## src/design/hnat_pkg.sv

```systemverilog
// Shared types, constants and the note-to-divisor lookup for the held-note arpeggiator.
package hnat_pkg;

  localparam int unsigned MaxHeldDefault = 16;
  localparam int unsigned KindW = 2;
  localparam int unsigned NoteW = 7;
  localparam int unsigned DivW  = 16;
  localparam int unsigned BaseW = 18;

  typedef enum logic [KindW-1:0] {
    KIND_NOTE_ON  = 2'd0,
    KIND_NOTE_OFF = 2'd1,
    KIND_ALL_OFF  = 2'd2,
    KIND_TICK     = 2'd3
  } kind_e;

  typedef struct packed {
    logic            speaker_on;
    logic [DivW-1:0] tone_divisor;
    logic            divisor_written;
    logic            note_dropped;
  } res_t;

  // Divisor of note n: base divisor of its semitone shifted right by its octave.
  function automatic logic [DivW-1:0] divisor_of(input logic [NoteW-1:0] n);
    logic [3:0]       oct;
    logic [NoteW-1:0] semi;
    logic [BaseW-1:0] base;
    logic [BaseW-1:0] shifted;
    oct = 4'd0;
    for (int k = 1; k <= 10; k++) begin
      if (n >= NoteW'(12 * k)) oct = 4'(k);
    end
    semi = n - (NoteW'(oct) * NoteW'(12));
    case (semi[3:0])
      4'd0:    base = 18'd145940;
      4'd1:    base = 18'd137749;
      4'd2:    base = 18'd130018;
      4'd3:    base = 18'd122720;
      4'd4:    base = 18'd115833;
      4'd5:    base = 18'd109331;
      4'd6:    base = 18'd103195;
      4'd7:    base = 18'd97403;
      4'd8:    base = 18'd91936;
      4'd9:    base = 18'd86776;
      4'd10:   base = 18'd81906;
      4'd11:   base = 18'd77309;
      default: base = 18'd0;
    endcase
    shifted = base >> oct;
    return shifted[DivW-1:0];
  endfunction

endpackage

```

## src/design/hnat_ifs.sv

```systemverilog
// Valid/ready channel interfaces for input items and result words.
interface hnat_in_if
  import hnat_pkg::*;
();
  logic             valid;
  logic             ready;
  logic [KindW-1:0] kind;
  logic [NoteW-1:0] note;

  modport source (output valid, kind, note, input ready);
  modport sink   (input valid, kind, note, output ready);
endinterface

interface hnat_out_if
  import hnat_pkg::*;
();
  logic            valid;
  logic            ready;
  logic            speaker_on;
  logic [DivW-1:0] tone_divisor;
  logic            divisor_written;
  logic            note_dropped;

  modport source (output valid, speaker_on, tone_divisor, divisor_written, note_dropped,
                  input ready);
  modport sink   (input valid, speaker_on, tone_divisor, divisor_written, note_dropped,
                  output ready);
endinterface

```

## src/design/hnat_ram.sv

```systemverilog
// Generic simple dual-port RAM, one write and one registered read port.
module hnat_ram #(
  parameter int unsigned Width = 8,
  parameter int unsigned Depth = 16,
  localparam int unsigned AddrW = (Depth > 1) ? $clog2(Depth) : 1
) (
  input  logic             clk_i,
  input  logic             we_i,
  input  logic [AddrW-1:0] waddr_i,
  input  logic [Width-1:0] wdata_i,
  input  logic [AddrW-1:0] raddr_i,
  output logic [Width-1:0] rdata_o
);

  logic [Width-1:0] mem_q [Depth];
  logic [Width-1:0] rdata_q;

  always_ff @(posedge clk_i) begin
    if (we_i) begin
      mem_q[waddr_i] <= wdata_i;
    end
    rdata_q <= mem_q[raddr_i];
  end

  assign rdata_o = rdata_q;

endmodule

```

## src/design/hnat_seq.sv

```systemverilog
// Sequencer: held-note list maintenance, chord stepping and divisor updates.
module hnat_seq
  import hnat_pkg::*;
#(
  parameter int unsigned MaxHeld = MaxHeldDefault,
  localparam int unsigned CntW = $clog2(MaxHeld + 1),
  localparam int unsigned IdxW = $clog2(MaxHeld)
) (
  input  logic             clk_i,
  input  logic             rst_ni,
  input  logic             in_valid_i,
  output logic             in_ready_o,
  input  logic [KindW-1:0] in_kind_i,
  input  logic [NoteW-1:0] in_note_i,
  output logic             res_valid_o,
  input  logic             res_ready_i,
  output res_t             res_o,
  output logic             mem_we_o,
  output logic [IdxW-1:0]  mem_waddr_o,
  output logic [NoteW-1:0] mem_wdata_o,
  output logic [IdxW-1:0]  mem_raddr_o,
  input  logic [NoteW-1:0] mem_rdata_i
);

  localparam logic [2:0] S_IDLE     = 3'd0;
  localparam logic [2:0] S_DISP     = 3'd1;
  localparam logic [2:0] S_OFF_SCAN = 3'd2;
  localparam logic [2:0] S_OFF_RD0  = 3'd3;
  localparam logic [2:0] S_OFF_LD0  = 3'd4;
  localparam logic [2:0] S_TICK_LD  = 3'd5;
  localparam logic [2:0] S_DONE     = 3'd6;

  logic [2:0]       state_q, state_d;
  kind_e            kind_q, kind_d;
  logic [NoteW-1:0] note_q, note_d;
  logic [CntW-1:0]  count_q, count_d;
  logic [IdxW-1:0]  cursor_q, cursor_d;
  logic             chord_q, chord_d;
  logic             gate_q, gate_d;
  logic [DivW-1:0]  div_q, div_d;
  logic             written_q, written_d;
  logic             dropped_q, dropped_d;
  logic             found_q, found_d;
  logic [CntW-1:0]  rd_idx_q, rd_idx_d;
  logic             pend_q, pend_d;
  logic [IdxW-1:0]  pend_idx_q, pend_idx_d;

  logic [CntW-1:0]  cnt_after;
  logic [CntW-1:0]  cur_inc;
  logic [IdxW-1:0]  cur_eff;

  always_comb begin
    state_d     = state_q;
    kind_d      = kind_q;
    note_d      = note_q;
    count_d     = count_q;
    cursor_d    = cursor_q;
    chord_d     = chord_q;
    gate_d      = gate_q;
    div_d       = div_q;
    written_d   = written_q;
    dropped_d   = dropped_q;
    found_d     = found_q;
    rd_idx_d    = rd_idx_q;
    pend_d      = pend_q;
    pend_idx_d  = pend_idx_q;
    in_ready_o  = 1'b0;
    res_valid_o = 1'b0;
    mem_we_o    = 1'b0;
    mem_waddr_o = '0;
    mem_wdata_o = note_q;
    mem_raddr_o = '0;
    cnt_after   = found_q ? (count_q - 1'b1) : count_q;
    cur_inc     = CntW'(cursor_q) + 1'b1;
    cur_eff     = (CntW'(cursor_q) >= count_q) ? '0 : cursor_q;

    unique case (state_q)
      S_IDLE: begin
        in_ready_o = 1'b1;
        if (in_valid_i) begin
          kind_d    = kind_e'(in_kind_i);
          note_d    = in_note_i;
          written_d = 1'b0;
          dropped_d = 1'b0;
          state_d   = S_DISP;
        end
      end
      S_DISP: begin
        unique case (kind_q)
          KIND_NOTE_ON: begin
            state_d = S_DONE;
            if (count_q == CntW'(MaxHeld)) begin
              dropped_d = 1'b1;
            end else begin
              mem_we_o    = 1'b1;
              mem_waddr_o = count_q[IdxW-1:0];
              count_d     = count_q + 1'b1;
              if (count_q == '0) begin
                div_d     = divisor_of(note_q);
                written_d = 1'b1;
                gate_d    = 1'b1;
                chord_d   = 1'b0;
              end else begin
                if (count_q == CntW'(1)) cursor_d = '0;
                chord_d = 1'b1;
              end
            end
          end
          KIND_NOTE_OFF: begin
            found_d  = 1'b0;
            rd_idx_d = '0;
            pend_d   = 1'b0;
            state_d  = S_OFF_SCAN;
          end
          KIND_ALL_OFF: begin
            count_d  = '0;
            cursor_d = '0;
            chord_d  = 1'b0;
            gate_d   = 1'b0;
            state_d  = S_DONE;
          end
          KIND_TICK: begin
            if (chord_q && (count_q >= CntW'(2))) begin
              mem_raddr_o = cur_eff;
              cursor_d    = cur_eff;
              state_d     = S_TICK_LD;
            end else begin
              state_d = S_DONE;
            end
          end
          default: state_d = S_DONE;
        endcase
      end
      S_OFF_SCAN: begin
        // Read entry i while entry i-1's data returns; after the match,
        // each later entry is written one slot lower.
        if (rd_idx_q < count_q) begin
          mem_raddr_o = rd_idx_q[IdxW-1:0];
          rd_idx_d    = rd_idx_q + 1'b1;
          pend_d      = 1'b1;
          pend_idx_d  = rd_idx_q[IdxW-1:0];
        end else begin
          pend_d = 1'b0;
        end
        if (pend_q) begin
          if (found_q) begin
            mem_we_o    = 1'b1;
            mem_waddr_o = pend_idx_q - 1'b1;
            mem_wdata_o = mem_rdata_i;
          end else if (mem_rdata_i == note_q) begin
            found_d = 1'b1;
          end
        end
        if ((rd_idx_q >= count_q) && !pend_q) begin
          count_d = cnt_after;
          if (cnt_after == '0) begin
            gate_d  = 1'b0;
            chord_d = 1'b0;
            state_d = S_DONE;
          end else if ((cnt_after == CntW'(1)) && found_q) begin
            state_d = S_OFF_RD0;
          end else begin
            state_d = S_DONE;
          end
        end
      end
      S_OFF_RD0: begin
        state_d = S_OFF_LD0;
      end
      S_OFF_LD0: begin
        div_d     = divisor_of(mem_rdata_i);
        written_d = 1'b1;
        chord_d   = 1'b0;
        state_d   = S_DONE;
      end
      S_TICK_LD: begin
        div_d     = divisor_of(mem_rdata_i);
        written_d = 1'b1;
        cursor_d  = (cur_inc >= count_q) ? '0 : cur_inc[IdxW-1:0];
        state_d   = S_DONE;
      end
      S_DONE: begin
        res_valid_o = 1'b1;
        if (res_ready_i) state_d = S_IDLE;
      end
      default: state_d = S_IDLE;
    endcase
  end

  assign res_o.speaker_on      = gate_q;
  assign res_o.tone_divisor    = div_q;
  assign res_o.divisor_written = written_q;
  assign res_o.note_dropped    = dropped_q;

  always_ff @(posedge clk_i or negedge rst_ni) begin
    if (!rst_ni) begin
      state_q  <= S_IDLE;
      count_q  <= '0;
      cursor_q <= '0;
      chord_q  <= 1'b0;
      gate_q   <= 1'b0;
      div_q    <= '0;
      found_q  <= 1'b0;
      rd_idx_q <= '0;
      pend_q   <= 1'b0;
    end else begin
      state_q  <= state_d;
      count_q  <= count_d;
      cursor_q <= cursor_d;
      chord_q  <= chord_d;
      gate_q   <= gate_d;
      div_q    <= div_d;
      found_q  <= found_d;
      rd_idx_q <= rd_idx_d;
      pend_q   <= pend_d;
    end
  end

  always_ff @(posedge clk_i) begin
    kind_q     <= kind_d;
    note_q     <= note_d;
    written_q  <= written_d;
    dropped_q  <= dropped_d;
    pend_idx_q <= pend_idx_d;
  end

  a_count_bound: assert property (@(posedge clk_i) disable iff (!rst_ni)
    count_q <= CntW'(MaxHeld))
    else $error("held count beyond capacity");

  a_gate_tracks_count: assert property (@(posedge clk_i) disable iff (!rst_ni)
    (state_q == S_IDLE) |-> (gate_q == (count_q != '0)))
    else $error("speaker gate out of step with held count");

  a_chord_needs_two: assert property (@(posedge clk_i) disable iff (!rst_ni)
    ((state_q == S_IDLE) && chord_q) |-> (count_q >= CntW'(2)))
    else $error("chord mode with fewer than two notes");

  a_write_states: assert property (@(posedge clk_i) disable iff (!rst_ni)
    mem_we_o |-> ((state_q == S_DISP) || (state_q == S_OFF_SCAN)))
    else $error("list write outside note on or note off");

  a_accept_dispatch: assert property (@(posedge clk_i) disable iff (!rst_ni)
    (in_valid_i && in_ready_o) |=> (state_q == S_DISP))
    else $error("accepted word not dispatched");

endmodule

```

## src/design/held_note_arpeggiator_tone_top.sv

```systemverilog
// Top level of the held-note arpeggiator: list RAM, sequencer and result register.
//
// Held notes live in a MaxHeld-entry RAM with a registered read. A word is
// taken when the sequencer is idle; its result lands in an output register so the
// next word can be taken while the result waits. A chord tick reads its note from
// the RAM, and a note off walks the list: the note-off search and gap closing go
// through the RAM's single read port one entry per cycle, and when one note remains
// its entry is read back for the new divisor.
module held_note_arpeggiator_tone_top
  import hnat_pkg::*;
#(
  parameter int unsigned MaxHeld = MaxHeldDefault
) (
  input  logic       clk_i,
  input  logic       rst_ni,
  hnat_in_if.sink    item_i,
  hnat_out_if.source result_o
);

  localparam int unsigned IdxW = $clog2(MaxHeld);

  logic             mem_we;
  logic [IdxW-1:0]  mem_waddr;
  logic [NoteW-1:0] mem_wdata;
  logic [IdxW-1:0]  mem_raddr;
  logic [NoteW-1:0] mem_rdata;
  logic             res_valid;
  logic             res_ready;
  res_t             res;

  logic             out_valid_q, out_valid_d;
  res_t             out_q;

  hnat_ram #(
    .Width (NoteW),
    .Depth (MaxHeld)
  ) u_list_ram (
    .clk_i   (clk_i),
    .we_i    (mem_we),
    .waddr_i (mem_waddr),
    .wdata_i (mem_wdata),
    .raddr_i (mem_raddr),
    .rdata_o (mem_rdata)
  );

  hnat_seq #(
    .MaxHeld (MaxHeld)
  ) u_seq (
    .clk_i       (clk_i),
    .rst_ni      (rst_ni),
    .in_valid_i  (item_i.valid),
    .in_ready_o  (item_i.ready),
    .in_kind_i   (item_i.kind),
    .in_note_i   (item_i.note),
    .res_valid_o (res_valid),
    .res_ready_i (res_ready),
    .res_o       (res),
    .mem_we_o    (mem_we),
    .mem_waddr_o (mem_waddr),
    .mem_wdata_o (mem_wdata),
    .mem_raddr_o (mem_raddr),
    .mem_rdata_i (mem_rdata)
  );

  // Output slot frees up in the cycle its word is taken.
  assign res_ready = !out_valid_q || result_o.ready;

  always_comb begin
    out_valid_d = out_valid_q;
    if (res_valid && res_ready) begin
      out_valid_d = 1'b1;
    end else if (result_o.ready) begin
      out_valid_d = 1'b0;
    end
  end

  always_ff @(posedge clk_i or negedge rst_ni) begin
    if (!rst_ni) begin
      out_valid_q <= 1'b0;
    end else begin
      out_valid_q <= out_valid_d;
    end
  end

  always_ff @(posedge clk_i) begin
    if (res_valid && res_ready) begin
      out_q <= res;
    end
  end

  assign result_o.valid           = out_valid_q;
  assign result_o.speaker_on      = out_q.speaker_on;
  assign result_o.tone_divisor    = out_q.tone_divisor;
  assign result_o.divisor_written = out_q.divisor_written;
  assign result_o.note_dropped    = out_q.note_dropped;

endmodule

```

## src/flat_wrapper.sv

```systemverilog
// flat-port wrapper written by rule: the top's interface ports become plain ports
module held_note_arpeggiator_tone_top_flat import hnat_pkg::*;
#(
  parameter int unsigned MaxHeld = MaxHeldDefault
)
  (clk_i, rst_ni, item_i_valid, item_i_kind, item_i_note, item_i_ready, result_o_valid, result_o_speaker_on, result_o_tone_divisor, result_o_divisor_written, result_o_note_dropped, result_o_ready);
  hnat_in_if item_i_i ();
  hnat_out_if result_o_i ();
  input  logic clk_i;
  input  logic rst_ni;
  input wire logic [$bits(item_i_i.valid)-1:0] item_i_valid;
  input wire logic [$bits(item_i_i.kind)-1:0] item_i_kind;
  input wire logic [$bits(item_i_i.note)-1:0] item_i_note;
  output wire logic [$bits(item_i_i.ready)-1:0] item_i_ready;
  output wire logic [$bits(result_o_i.valid)-1:0] result_o_valid;
  output wire logic [$bits(result_o_i.speaker_on)-1:0] result_o_speaker_on;
  output wire logic [$bits(result_o_i.tone_divisor)-1:0] result_o_tone_divisor;
  output wire logic [$bits(result_o_i.divisor_written)-1:0] result_o_divisor_written;
  output wire logic [$bits(result_o_i.note_dropped)-1:0] result_o_note_dropped;
  input wire logic [$bits(result_o_i.ready)-1:0] result_o_ready;
  assign item_i_i.valid = item_i_valid;
  assign item_i_i.kind = item_i_kind;
  assign item_i_i.note = item_i_note;
  assign item_i_ready = item_i_i.ready;
  assign result_o_valid = result_o_i.valid;
  assign result_o_speaker_on = result_o_i.speaker_on;
  assign result_o_tone_divisor = result_o_i.tone_divisor;
  assign result_o_divisor_written = result_o_i.divisor_written;
  assign result_o_note_dropped = result_o_i.note_dropped;
  assign result_o_i.ready = result_o_ready;
  held_note_arpeggiator_tone_top #(.MaxHeld(MaxHeld)) u_core (.clk_i(clk_i), .rst_ni(rst_ni), .item_i(item_i_i), .result_o(result_o_i));
endmodule
```

## config.mk

```make
export PLATFORM = sky130hd
export DESIGN_NAME = held_note_arpeggiator_tone_top_flat
export DESIGN_NICKNAME = d
export VERILOG_FILES = /design/src/design/hnat_pkg.sv /design/src/design/hnat_ifs.sv /design/src/design/hnat_ram.sv /design/src/design/hnat_seq.sv /design/src/design/held_note_arpeggiator_tone_top.sv /design/src/flat_wrapper.sv
export SDC_FILE = /design/constraint.sdc
export NUM_CORES = 1
export LEC_CHECK = 0
export ABC_AREA = 1
export BUFFER_PORTS_ARGS = -buffer_cell sky130_fd_sc_hd__buf_2
export CAP_MARGIN = 5
export CORE_MARGIN = 5
export CORE_UTILIZATION = 35
export CTS_BUF_LIST = sky130_fd_sc_hd__clkbuf_8 sky130_fd_sc_hd__clkbuf_16
export DETAILED_ROUTE_END_ITERATION = 10
export MAX_ROUTING_LAYER = met4
export PLACE_DENSITY = 0.49
export SYNTH_ARGS = -nofsm -noshare
export SYNTH_HDL_FRONTEND = slang
export SYNTH_SLANG_ARGS = --single-unit
```

## constraint.sdc

```tcl
create_clock -name clk_i -period 3.9 [get_ports clk_i]
set_input_delay 0 -clock clk_i [delete_from_list [all_inputs] [get_ports clk_i]]
set_output_delay 0 -clock clk_i [all_outputs]
set_load 0.01 [all_outputs]
```

==> run_results.csv <==
group,metric,value,unit
timing,hold_violations,0,
cts,cts_resized,0,
layout,drive_gt1_frac,0.125,
yosys,ys_async_sr_fraction,0.199,
timing,setup_viol,0,
timing,drv_slew,0,
pwr,p_leak,5.36,nW
floorplan,fp.dieW,189,um
worst_setup_path,critical_path_class,"reg2reg",
job,maxCapViolations,0,
timing,max_freq,0.292,GHz
pwr,totalPowerFinal,11.8,mW
yosys,yosys_most_used_dff,"edfxtp_1",
timing,worst_pin_slew,1.13,ns
global_routing,grt_busiest_layer,"met2",
layout,fin_cells,1785,
detailed_routing,drc,0,
cts,cts_num_sinks,191,
yosys,synthAdderAreaFrac,0.0400,
yosys,yosys.area_share.simple,0.291,
worst_setup_path,cp-startpoint,"u_core.u_list_ram.rdata_o[5]$_DFF_P_",
cts,cts_hold_buffers,12,
layout,syn2layout_area_growth,12.0,%
floorplan,dieHeight,189,um
global_routing,grt_pass1_vias,8945,
yosys,synth_xor_area_frac,0.0124,
yosys,muxShareOfSynthArea,0,
pwr,power_density,936,nW/um^2
cts,clk-insertion-delay-late,0.45,ns
layout,final_cell_mix,"nand2_1 (272), nand3_1 (211), edfxtp_1 (146), nor2_1 (145), inv_1 (112)",
status,outcome,"finished clean",
timing,rsz0062_at_grt,"no",
yosys,synth_cell_types,51,
detailed_routing,dr.pass1.iters,5,
detailed_routing,vias,9229,
cts,cts_tree,"yes",
cts,cts_setup_buffers,0,
global_routing,overflow,0,
floorplan,start_util,0.356,
cts,cts.clk_slew.worst_paths,0.08,ns
worst_setup_path,crit_required,4.24,ns
global_routing,grt_usage,0.176,
cts,cts_max_level,4,
global_routing,antenna_found_initial,0,
layout,final_common_cell,"nand2_1",
timing,fin_worst_skew,0.0138,ns
timing,finalCriticalPeriod,3.42,ns
detailed_routing,ant_nets,0,
yosys,ys_ff_latch,191,
placement,portBuffers,33,
detailed_routing,wl,30.4,mm
cts,cts_root_buffer,"clkbuf_16",
yosys,avgSynthCellArea,8.47,um^2
floorplan,core-area,31600,um^2
yosys,synth_top_family_by_area,"simple AND/OR/NAND/NOR gates",
yosys,synth_fp_nets,1378,
detailed_routing,drt_iter0_drc,732,
hold_path,hold_class,"in2async",
pwr,ir_worst_vdd,0.465,mV
worst_setup_path,critPathCaptureType,"flip-flop",
timing,slew_headroom,0.245,
timing,tns,0,ns
layout,layout.nets,1419,
floorplan,dieArea,35900,um^2
worst_setup_path,reg2reg_from,"u_core.u_list_ram.rdata_o[5]$_DFF_P_",
detailed_routing,vias_per_cell,5.17,
yosys,synth-compound-area-share,0.102,
layout,fin_area,12600,um^2
layout,n_antenna_cell,0,
global_routing,grt_max_degree,57,
global_routing,met1_usage,0.232,
placement,dpl-instance-area,11900,um^2
global_routing,grt_use_met2,0.289,
placement,routabilityCongestion,0.913,
floorplan,ioPinCount,34,
yosys,seq_area_frac_synth,0.486,
yosys,syn_inst,1329,
cts,numCtsBuffers,17,
yosys,syn_area,11300,um^2
cts,clock_path_buffers,2,
worst_setup_path,cp.arrival,3.76,ns
floorplan,rows,65,
timing,period_share,0.877,
worst_setup_path,critPathMaxFanout,11,
yosys,synth_edf_count,146,
global_routing,grt_pass1_wl,49.1,mm
global_routing,grtUsageMet3,0.0243,
yosys,yosysWarnings,0,
detailed_routing,drt-wirelength-per-cell,17.0,um
worst_setup_path,startpoint_type,"flip-flop",
placement,dp.cells,1741,
placement,dp_hpwl,21.7,mm
[worst paths after layout]
| path | endpoint | slack, ns | depth (start not counted) |
|---|---|---|---|
| worst max-delay path | u_core.u_seq.div_q[9]$_DFFE_PN0P_ | 0.48 | 26 |
| min in group clk_i | u_core.u_seq.note_q[0]$_DFFE_PP_ | 0.27 | 2 |
| worst min-delay path | u_core.u_seq.div_q[1]$_DFFE_PN0P_ | 0.16 | 3 |
| worst min register to register | u_core.result_o.note_dropped$_DFFE_PP_ | 0.42 | 0 |
| max in group asynchronous | u_core.u_seq.rd_idx_q[0]$_DFFE_PN0P_ | 3.32 | 3 |
| worst max register to register | u_core.u_seq.div_q[9]$_DFFE_PN0P_ | 0.48 | 26 |
[report_power, final]
| part | switching, mW | leakage [nW] | internal [mW] |
|---|---|---|---|
| registers | 0.324 | 1.86 | 2.62 |
| clock network | 0.889 | 0.294 | 0.918 |
| logic | 4.81 | 3.21 | 2.25 |
| total | 6.02 | 5.36 | 5.78 |
[state kept, by name, indices dropped and copies added, names as in the netlist, 3 cells and up]
name                          count
u_core.u_list_ram.mem_q         112
u_core.u_seq.count_q              5
u_core.u_seq.div_q               16
u_core.u_list_ram.rdata_o         7
u_core.result_o.tone_divisor     16
u_core.u_seq.rd_idx_q             5
u_core.u_seq.note_q               7
u_core.u_seq.state_q              3
u_core.u_seq.pend_idx_q           4
u_core.u_seq.cursor_q             4
[kinds of logic after synthesis]
logic type,Yosys count
buffers and inverters,177
DFF,191
and+or+nand+nor,719
AOI/OAI and AO/OA,190
adders and majority gates,36
xor gates and xnor gates,16
[metal layers]
metal  share of wire  routed length, um
met1            0.47              14200
met3           0.036               1100
met5               0                  0
met4           0.016                487
met2            0.48              14600
[through the flow]
stage | util | hold WS [ns] | worst slack [ns]
2_1_floorplan | - | -0.296 | 0.745
3_3_place_gp | 0.376 | 0.113 | 0.509
3_5_place_dp | 0.376 | 0.115 | 0.459
4_1_cts | 0.399 | 0.168 | 0.471
5_1_grt | 0.399 | 0.217 | 0.0684
6_report | 0.399 | 0.162 | 0.478
[cells in the mapped netlist (4+ instances only)]
| cell type | n | area, um^2 |
|---|---|---|
| a21oi_1 | 39 | 195 |
| a22oi_1 | 5 | 37.5 |
| buf_1 | 4 | 15.0 |
| buf_2 | 20 | 100 |
| buf_6 | 9 | 101 |
| clkbuf_1 | 18 | 67.6 |
| dfrtp_1 | 38 | 951 |
| dfxtp_1 | 7 | 140 |
| edfxtp_1 | 146 | 4380 |
| ha_1 | 36 | 450 |
| inv_1 | 111 | 417 |
| inv_2 | 8 | 30.0 |
| nand2_1 | 272 | 1020 |
| nand2_2 | 15 | 93.8 |
| nand2_4 | 5 | 56.3 |
| nand3_1 | 211 | 1060 |
| nand3_2 | 7 | 70.1 |
| nand4_1 | 12 | 75.1 |
| nor2_1 | 146 | 548 |
| nor3_1 | 12 | 60.1 |
| o211ai_1 | 38 | 285 |
| o21ai_0 | 70 | 350 |
| o21ai_1 | 8 | 40.0 |
| o22ai_1 | 6 | 37.5 |
| or2_2 | 26 | 163 |
| xor2_1 | 13 | 114 |
[worst max-delay path: stages (launching register included)]
cell and delay [ns]:
dfxtp_1 0.53, inv_1 0.13, nand2_1 0.09, nand2_1 0.07, nand2_1 0.08, inv_1 0.03, nand2_1 0.04, nand2_1 0.04
nand2_1 0.11, nand2_2 0.07, ha_1 0.20, xor2_1 0.15, nand3b_2 0.24, nand2_4 0.12, inv_4 0.07, nand2_2 0.17
nand2_2 0.19, nand2_1 0.20, nand3_1 0.09, nand2_1 0.11, nand2_1 0.10, nand3_1 0.09, nand2_1 0.06, o21ai_1 0.14
nand2_1 0.06, nand2_1 0.05, nand2_1 0.06
[cell type report]
class	instances	area (um^2)
Fill cell	3224	19000
Sequential cell	191	5480
Multi-Input combinational cell	961	5020
Timing Repair Buffer	77	551
Tap cell	402	503
Inverter	122	463
Clock buffer	17	425
Clock inverter	15	171
Power figures use the tool's default switching activity.
